File: src/sv/dpbrt_pkg.sv
// dpbrt_pkg: shared widths, state encoding and run transaction types for the
// demand page bitmap run tracker; no dependencies
`default_nettype none

package dpbrt_pkg;

  localparam int unsigned PAGE_W  = 16;  // page number field
  localparam int unsigned COUNT_W = 8;   // page count field
  localparam int unsigned PNUM_W  = 17;  // page number past the range top

  typedef enum logic [3:0] {
    ST_CLEAR,
    ST_IDLE,
    ST_DIV1,
    ST_DIV2,
    ST_RD,
    ST_LOAD,
    ST_SCAN,
    ST_WB,
    ST_DIS,
    ST_FLUSH
  } state_e;

  typedef struct packed {
    logic [PAGE_W-1:0]  first_page;
    logic [COUNT_W-1:0] pages;
  } run_t;

  typedef struct packed {
    logic close;  // a run is complete
    logic flush;  // item done, release the held run as last
    run_t run;
  } emit_req_t;

endpackage

`default_nettype wire

File: src/sv/dpbrt_if.sv
// dpbrt_req_if / dpbrt_run_if: valid/ready channels for range requests and
// released runs; depends on dpbrt_pkg
`default_nettype none


interface dpbrt_run_if;
  import dpbrt_pkg::*;

  logic               valid;
  logic               ready;
  logic [PAGE_W-1:0]  run_first_page;
  logic [COUNT_W-1:0] run_pages;
  logic               last;

  modport source (output valid, output run_first_page, output run_pages, output last,
                  input ready);
  modport sink   (input valid, input run_first_page, input run_pages, input last,
                  output ready);
endinterface

`default_nettype wire

File: src/sv/dpbrt_run_emit.sv
// dpbrt_run_emit: holds the latest complete run so the last flag can be set,
// and drives the registered run output; depends on dpbrt_pkg, dpbrt_run_if
`default_nettype none

module dpbrt_run_emit (
  input  wire logic                 clk_i,
  input  wire logic                 rst_ni,
  input  wire dpbrt_pkg::emit_req_t req_i,
  output logic                      grant_o,
  dpbrt_run_if.source               run_o
);
  import dpbrt_pkg::*;

  logic   pend_vld_q, pend_vld_d;
  run_t   pend_q, pend_d;
  logic   out_vld_q, out_vld_d;
  run_t   out_q, out_d;
  logic   out_last_q, out_last_d;
  logic   out_free;
  logic   push;

  assign out_free = !out_vld_q || run_o.ready;
  assign grant_o  = !pend_vld_q || out_free;
  // held run moves out when a newer run arrives or the item ends
  assign push     = (req_i.close || req_i.flush) && pend_vld_q && out_free;

  always_comb begin
    pend_vld_d = pend_vld_q;
    pend_d     = pend_q;
    out_vld_d  = out_vld_q;
    out_d      = out_q;
    out_last_d = out_last_q;
    if (push) begin
      out_vld_d  = 1'b1;
      out_d      = pend_q;
      out_last_d = req_i.flush;
    end else if (run_o.ready) begin
      out_vld_d  = 1'b0;
    end
    if (req_i.close && grant_o) begin
      pend_vld_d = 1'b1;
      pend_d     = req_i.run;
    end else if (req_i.flush && grant_o) begin
      pend_vld_d = 1'b0;
    end
  end

  always_ff @(posedge clk_i or negedge rst_ni) begin
    if (!rst_ni) begin
      pend_vld_q <= 1'b0;
      out_vld_q  <= 1'b0;
    end else begin
      pend_vld_q <= pend_vld_d;
      out_vld_q  <= out_vld_d;
    end
  end

  always_ff @(posedge clk_i) begin
    pend_q     <= pend_d;
    out_q      <= out_d;
    out_last_q <= out_last_d;
  end

  assign run_o.valid          = out_vld_q;
  assign run_o.run_first_page = out_q.first_page;
  assign run_o.run_pages      = out_q.pages;
  assign run_o.last           = out_last_q;

endmodule

`default_nettype wire

File: src/flat_wrapper.sv
// flat-port wrapper written by rule: the top's interface ports become plain ports
module dpbrt_run_emit_flat import dpbrt_pkg::*;
  (clk_i, rst_ni, req_i, grant_o, run_o_valid, run_o_run_first_page, run_o_run_pages, run_o_last, run_o_ready);
  dpbrt_run_if run_o_i ();
  input  wire logic clk_i;
  input  wire logic rst_ni;
  input  wire dpbrt_pkg::emit_req_t req_i;
  output logic grant_o;
  output wire logic [$bits(run_o_i.valid)-1:0] run_o_valid;
  output wire logic [$bits(run_o_i.run_first_page)-1:0] run_o_run_first_page;
  output wire logic [$bits(run_o_i.run_pages)-1:0] run_o_run_pages;
  output wire logic [$bits(run_o_i.last)-1:0] run_o_last;
  input wire logic [$bits(run_o_i.ready)-1:0] run_o_ready;
  assign run_o_valid = run_o_i.valid;
  assign run_o_run_first_page = run_o_i.run_first_page;
  assign run_o_run_pages = run_o_i.run_pages;
  assign run_o_last = run_o_i.last;
  assign run_o_i.ready = run_o_ready;
  dpbrt_run_emit u_core (.clk_i(clk_i), .rst_ni(rst_ni), .req_i(req_i), .grant_o(grant_o), .run_o(run_o_i));
endmodule
File: config.mk
export PLATFORM = sky130hd
export DESIGN_NAME = dpbrt_run_emit_flat
export DESIGN_NICKNAME = d
export VERILOG_FILES = /design/src/sv/dpbrt_pkg.sv /design/src/sv/dpbrt_if.sv /design/src/sv/dpbrt_run_emit.sv /design/src/flat_wrapper.sv
export SDC_FILE = /design/constraint.sdc
export NUM_CORES = 1
export LEC_CHECK = 0
export ABC_AREA = 1
export BUFFER_PORTS_ARGS = -buffer_cell sky130_fd_sc_hd__clkbuf_2
export CORE_MARGIN = 3
export CORE_UTILIZATION = 25
export CTS_BUF_LIST = sky130_fd_sc_hd__clkbuf_8
export CTS_CLUSTER_SIZE = 8
export DETAILED_ROUTE_END_ITERATION = 10
export PLACE_DENSITY = 0.57
export RECOVER_POWER = 100
export SLEW_MARGIN = 20
export SYNTH_ARGS = -nofsm -noshare
export SYNTH_HDL_FRONTEND = slang
export SYNTH_SLANG_ARGS = --single-unit
export TNS_END_PERCENT = 5
File: constraint.sdc
create_clock -name clk_i -period 2.1 [get_ports clk_i]
set_input_delay 0.105 -clock clk_i [delete_from_list [all_inputs] [get_ports clk_i]]
set_output_delay 0.105 -clock clk_i [all_outputs]
set_load 0.05 [all_outputs]
==> results of run 1 <==
-- state kept, by name, summed over array words and instances (netlist names) --
register / flops
u_core.pend_q: 24
u_core.pend_vld_q: 1
u_core.run_o.run_pages: 8
u_core.run_o.last: 1
u_core.run_o.valid: 1
u_core.run_o.run_first_page: 16
-- stage by stage --
step	hold WS (ns)	cell area (um^2)
global route	0.0659	2260
detailed placement	-0.107	1970
floorplan	-0.191	1580
finish	0.0511	2260
global placement	-0.111	1970
CTS	0.00645	2310
-- area by class of cell --
| cell class | count | area [um^2] |
|---|---|---|
| Fill cell | 601 | 3770 |
| Timing Repair Buffer | 83 | 502 |
| Clock buffer | 5 | 68.8 |
| Sequential cell | 51 | 1520 |
| Tap cell | 75 | 93.8 |
| Clock inverter | 3 | 16.3 |
| Inverter | 5 | 18.8 |
| Multi-Input combinational cell | 8 | 36.3 |
-- synth_stat cells (all sizes together) --
cell type	n
inv	5
dfrtp	2
nand2	4
nand3	2
o21ai	1
edfxtp	49
nor2	1
-- layer usage --
| metal | up-vias | wire length, um |
|---|---|---|
| li1 | 419 | - |
| met1 | 406 | 975 |
| met2 | 32 | 1610 |
| met3 | 2 | 240 |
| met4 | 0 | 10 |
| met5 | - | 0 |
-- worst max path at each step --
stage | cells past startpoint | endpoint | startpoint
final | 4 | u_core.pend_q[8]$_DFFE_PP_ | u_core.run_o.valid$_DFFE_PN0P_
after global routing | 4 | u_core.pend_q[8]$_DFFE_PP_ | u_core.run_o.valid$_DFFE_PN0P_
after CTS | 4 | u_core.run_o.run_first_page[7]$_DFFE_PP_ | u_core.run_o.valid$_DFFE_PN0P_
after detailed placement | 4 | u_core.run_o.run_first_page[7]$_DFFE_PP_ | u_core.run_o.valid$_DFFE_PN0P_
after global placement | 4 | u_core.run_o.run_first_page[8]$_DFFE_PP_ | u_core.run_o.valid$_DFFE_PN0P_
after floorplan | 3 | u_core.pend_q[0]$_DFFE_PP_ | u_core.run_o.valid$_DFFE_PN0P_
-- worst max-delay path, delay by kind of cell (launching register included) --
family | cells | cell delay, ns
flops | 1 | 0.42
simple gates | 2 | 0.22
buf+inv | 2 | 0.62
-- report_power, final --
group	leakage, nW	switching (mW)	internal [mW]
Combinational	0.302	0.232	0.0710
Clock	0.0453	0.293	0.228
Sequential	0.490	0.0201	1.21
Total	0.837	0.546	1.51
-- cell families after synthesis --
group	Yosys count	synth area share (%)
flip-flops	51	96.4
AND/OR/NAND/NOR	7	2.14
buffers and inverters	5	1.19
AO/OA/AOI/OAI	1	0.317
-- timing repair --
item | CTS | global route
setup buffers | 0 | 0
hold buffers | 25 | 0
endpoints found under the hold margin | 26 | 0
resized for setup | 0 | 0
==> results.toml, run 1 <==
[floorplan]
fp.coreArea_um2 = 6030
die_h_um = 85.5
die_w_um = 85.5
floorplan.rows = 28
initial_core_util_pct = 26.2
die-area_um2 = 7310
pin_count = 56

[placement]
io_buffers = 55
dp_slack_ns = 0.761
dp_cells = 197
place_congestion = 0.681
hpwl_um = 2130

[worst_hold_path]
hold_path_class = "in -> reg"
min-delay-start = "req_i[24]"
worstHoldPathCells = 1
min_to = "u_core.run_o.last$_DFFE_PP_"

[finish]
drive_gt1_share_pct = 22.6
area_delta_synth_final_pct = 42.9
layout_commonest_cell = "edfxtp_1"
final_cells = 230
fin_util_pct = 37.5
fin_nets = 183
antenna_cells = 0
final_cell_mix = "edfxtp_1, clkbuf_1, clkbuf_2"

[pwr]
power_mw = 2.06
p_leak_nw = 0.837
power_density_nw_per_um2 = 911
ir_drop_mv = 0.289

[timing]
rsz0062_at_grt = "false"
worst-slew-pin-transition_ns = 0.725
fin_tns_setup_ns = 0
period_share_pct = 77.8
hold_viol = 0
setup_ws_ns = 0.467
period_minus_slack_ns = 1.63
fmax_mhz = 612
fin_skew_ns = 0.00833
setup_violations = 0
slew-limit-headroom_pct = 51.7
drv_slew = 0

[critical_path]
endpoint_kind = "flop"
path_cells = "nand3_1, nand2_1, inv_1, clkbuf_1"
r2r_slack_ns = 0.47
crit_arrival_ns = 1.56
r2r_start = "u_core.run_o.valid$_DFFE_PN0P_"
crit_path_top_delay_cell = "clkbuf_1"
rr_worst_depth = 4
start_kind = "flop"
crit_required_ns = 2.02
cp_max_fo = 13
critical_path_class = "reg -> reg"
r2r_end = "u_core.pend_q[8]$_DFFE_PP_"
critPathMaxStageDelay_ns = 0.55

[detailed_routing]
wirelength_um = 2830
drt_iter0_drc = 32
drtAntennaViolNets = 0
wl_per_cell_um = 12.3
drc = 0
vias = 859
dr.pass1.iters = 3
viasPerCell = 3.73

[grt]
grt_busiest_layer = "met2"
grt_util_met1_pct = 7.66
grt_pass1_vias = 920
grt_start_max_net_pins = 26
antenna_found_initial = 0
grt_use_met3_pct = 3.50
grtUsageMet2_pct = 15.5
overflow = 0
grt_pass1_wl_um = 4460
track_usage_pct = 8.18

[logic_synthesis]
netlist_area_um2 = 1580
yosysTopAreaCellShare_pct = 93.2
synth_nets = 93
yosys.cell_types.count = 8
synth_cells = 64
yosys.area.top_type = "edfxtp_1"
ys_ff_latch = 51
seq_area_frac_synth_pct = 96.4
synth_area_leaders = "edfxtp_1, dfrtp_1, inv_1"
yosysWarnings = 0
synth_area_per_cell_um2 = 24.7

[status]
run_status = "finished, final reports clean"

[clock_tree]
clock_path_buffers = 2
cts_tree = "built"
root_buffer = "clkbuf_8"
ctsHtreeMaxLevel = 2
clock_latency_ns = 0.29
cts.clk_slew.worst_paths_ns = 0.09
cts-buffers-inserted = 5
clock_sinks = 51

[flow_run]
drv_cap = 0
(Power assumes the default switching activity.)
==> inputs of run 2 (changes only) <==
Settings changed: ABC_AREA 1 to 0.
Clock period 2.1 ns to 1.5 ns, I/O delays scaled along.
==> run 2 against run 1 <==
  * Combinational power is 59% higher
  * Critical path depth fell by 1
  * Clock-buffer cell count rose by 1
  * Non-clock buffer count rose by 1
  * Area after synthesis is 1.3% higher
  * Via count is 4.1% higher
  * Core utilization increased by 0.96 points
  * Clock power is 49% higher
  * First-iteration DRC count up 31%
==> results.toml, run 2 <==
[pwr]
cell_internal_pwr_mw = 2.21
p_seq_share_pct = 58.1
net-switching-power_uw = 796
p_comb_share_pct = 16.0
p_leak_nw = 0.838
ir_drop_mv = 0.509
power_density_nw_per_um2 = 1290
p_sw_share_pct = 26.5
pwr-share-clk_pct = 26.0

[logic_synthesis]
yosysWarnings = 0
synth_common_cells = "edfxtp_1, dfrtp_1, nand2_1, nor2_1"
synth_cells = 61
synth_area_leaders = "edfxtp_1, dfrtp_1, a31oi_4"
yosys.area.top_type = "edfxtp_1"
ys_ff_latch = 51
dominantRegCellSynth = "edfxtp_1"
yosysMostFrequentCell = "edfxtp_1"
yosys.cell_types.count = 10
netlist_area_um2 = 1600
yosysTopAreaCellShare_pct = 92.0
seq_area_frac_synth_pct = 95.1
synth_area_per_cell_um2 = 26.2
synth_nets = 90
async_flop_share_pct = 3.92
synth-edff-count = 49

[finish]
final_cell_mix = "edfxtp_1, clkbuf_1, clkbuf_2"
area_delta_synth_final_pct = 45.6
drive_gt1_share_pct = 27.5
fin_area_um2 = 2330
largest-register = "u_core.pend_q"
antenna_cells = 0
largest_reg_flops = 24
fin_nets = 181
layout_commonest_cell = "edfxtp_1"

[detailed_routing]
viasPerCell = 3.92
wl_per_cell_um = 12.3
drtAntennaViolNets = 0
drc = 0
vias = 894
drt_iter0_drc = 42
dr.pass1.iters = 4
wirelength_um = 2800

[floorplan]
die_w_um = 86.0
fp.coreArea_um2 = 6060
initial_core_util_pct = 26.4
die-area_um2 = 7390
die_h_um = 86.0
floorplan.rows = 28
pin_count = 56

[critical_path]
cp.buffers_inverters = 1
endpoint_kind = "flop"
crit_path_top_delay_cell = "dfrtp_1"
cp.depth = 3
path_cells = "o21ai_0, nor2_4, clkbuf_1"
start_kind = "flop"
crit_required_ns = 1.48
cp_max_fo = 5
rr_worst_depth = 3
critPathMaxStageDelay_ns = 0.43
crit_arrival_ns = 1.36
critical_path_class = "reg -> reg"
critical_path.top_delay_family = "flip-flops"

[grt]
grt_pass1_wl_um = 4430
grt_start_max_net_pins = 20
antenna_found_initial = 0
grt_pass1_vias = 1013
track_usage_pct = 7.95
overflow = 0

[status]
run_status = "finished, final reports clean"

[timing]
fmax_mhz = 725
hold_viol = 0
worst-slew-pin-transition_ns = 0.616
fin_skew_ns = 0.0117
rsz0062_at_grt = "false"
drv_slew = 0
setup_violations = 0
period_minus_slack_ns = 1.38
period_share_pct = 91.9
setup_ws_ns = 0.121
whs_ns = 0.0814
slew-limit-headroom_pct = 59.1

[placement]
place_congestion = 0.733
io_buffers = 55
hpwl_um = 2130
dp_slack_ns = 0.186
placed_cell_area_um2 = 2040

[clock_tree]
clock_sinks = 51
ctsHtreeMaxLevel = 2
root_buffer = "clkbuf_8"
clock_latency_ns = 0.29
cts_tree = "built"
cts-buffers-inserted = 5
cts_resized = 0
cts.clk_slew.worst_paths_ns = 0.09
clock_path_buffers = 2
cts_setup_buffers = 0

[worst_hold_path]
hold_path_class = "in -> async"

[flow_run]
drv_cap = 0
## run 2: cell count changes after synthesis, sizes merged
| cell | delta |
|---|---|
| nand2 | -2 |
| a31oi | +1 |
| nand3 | -2 |
| a21oi | +1 |
| nor2 | +1 |
| nand2b | +1 |
| inv | -4 |
| nor2b | +1 |
## run 2: metrics by stage
| stage | TNS (ns) | total power, mW | util (%) | std cells |
|---|---|---|---|---|
| after floorplan | -1.40 | 2.08 | - | 61 |
| after detailed placement | 0 | 2.25 | 33.7 | 195 |
| after global routing | 0 | 3.12 | 38.4 | 228 |
| after global placement | 0 | 2.24 | 33.7 | 195 |
| final | 0 | 3.01 | 38.4 | 228 |
| after CTS | 0 | 3.08 | 39.5 | 228 |
## run 2: final timing paths
kind,startpoint,endpoint,slack (ns)
hold reg to reg,u_core.pend_q[8]$_DFFE_PP_,u_core.run_o.run_first_page[0]$_DFFE_PP_,0.42
setup / recovery,u_core.pend_vld_q$_DFFE_PN0P_,u_core.run_o.run_pages[7]$_DFFE_PP_,0.12
setup reg to reg,u_core.pend_vld_q$_DFFE_PN0P_,u_core.run_o.run_pages[7]$_DFFE_PP_,0.12
max in group asynchronous,rst_ni,u_core.run_o.valid$_DFFE_PN0P_,1.28
min in group clk_i,req_i[24],u_core.run_o.last$_DFFE_PP_,0.11
hold / removal,rst_ni,u_core.pend_vld_q$_DFFE_PN0P_,0.08
## run 2: area by class of cell
class	instances	area, um^2
Fill cell	576	3730
Clock buffer	6	82.6
Tap cell	75	93.8
Sequential cell	51	1520
Inverter	1	3.75
Clock inverter	2	16.3
Multi-Input combinational cell	9	85.1
Timing Repair Buffer	84	524
## run 2: logic make-up (layout without fill, tap and decap cells)
group	after synthesis	count (layout)	share of synthesized area (%)
compound gates	3	3	1.96
buf+inv	1	93	0.235
flops	51	51	95.1
simple gates	6	6	2.66
## run 2: layer usage
layer	GRT usage, %	vias to the layer above	share of wire (%)
li1	-	419	-
met1	6.88	426	34
met2	15.5	40	54
met3	2.69	9	8.6
met4	4.46	0	3.0
met5	0	-	0
## run 2: repair_timing
action                     CTS  global route
hold endpoints to repair    26             0
setup endpoints to repair    0             0
hold buffers                25             0
## run 2: power groups by stage
stage / logic [mW] / registers [mW] / clock network [mW]
floorplan: 0.0827 / 2.00 / 0
global placement: 0.460 / 1.78 / 0
detailed placement: 0.466 / 1.78 / 0
CTS: 0.519 / 1.75 / 0.808
global route: 0.507 / 1.76 / 0.855
finish: 0.481 / 1.75 / 0.780
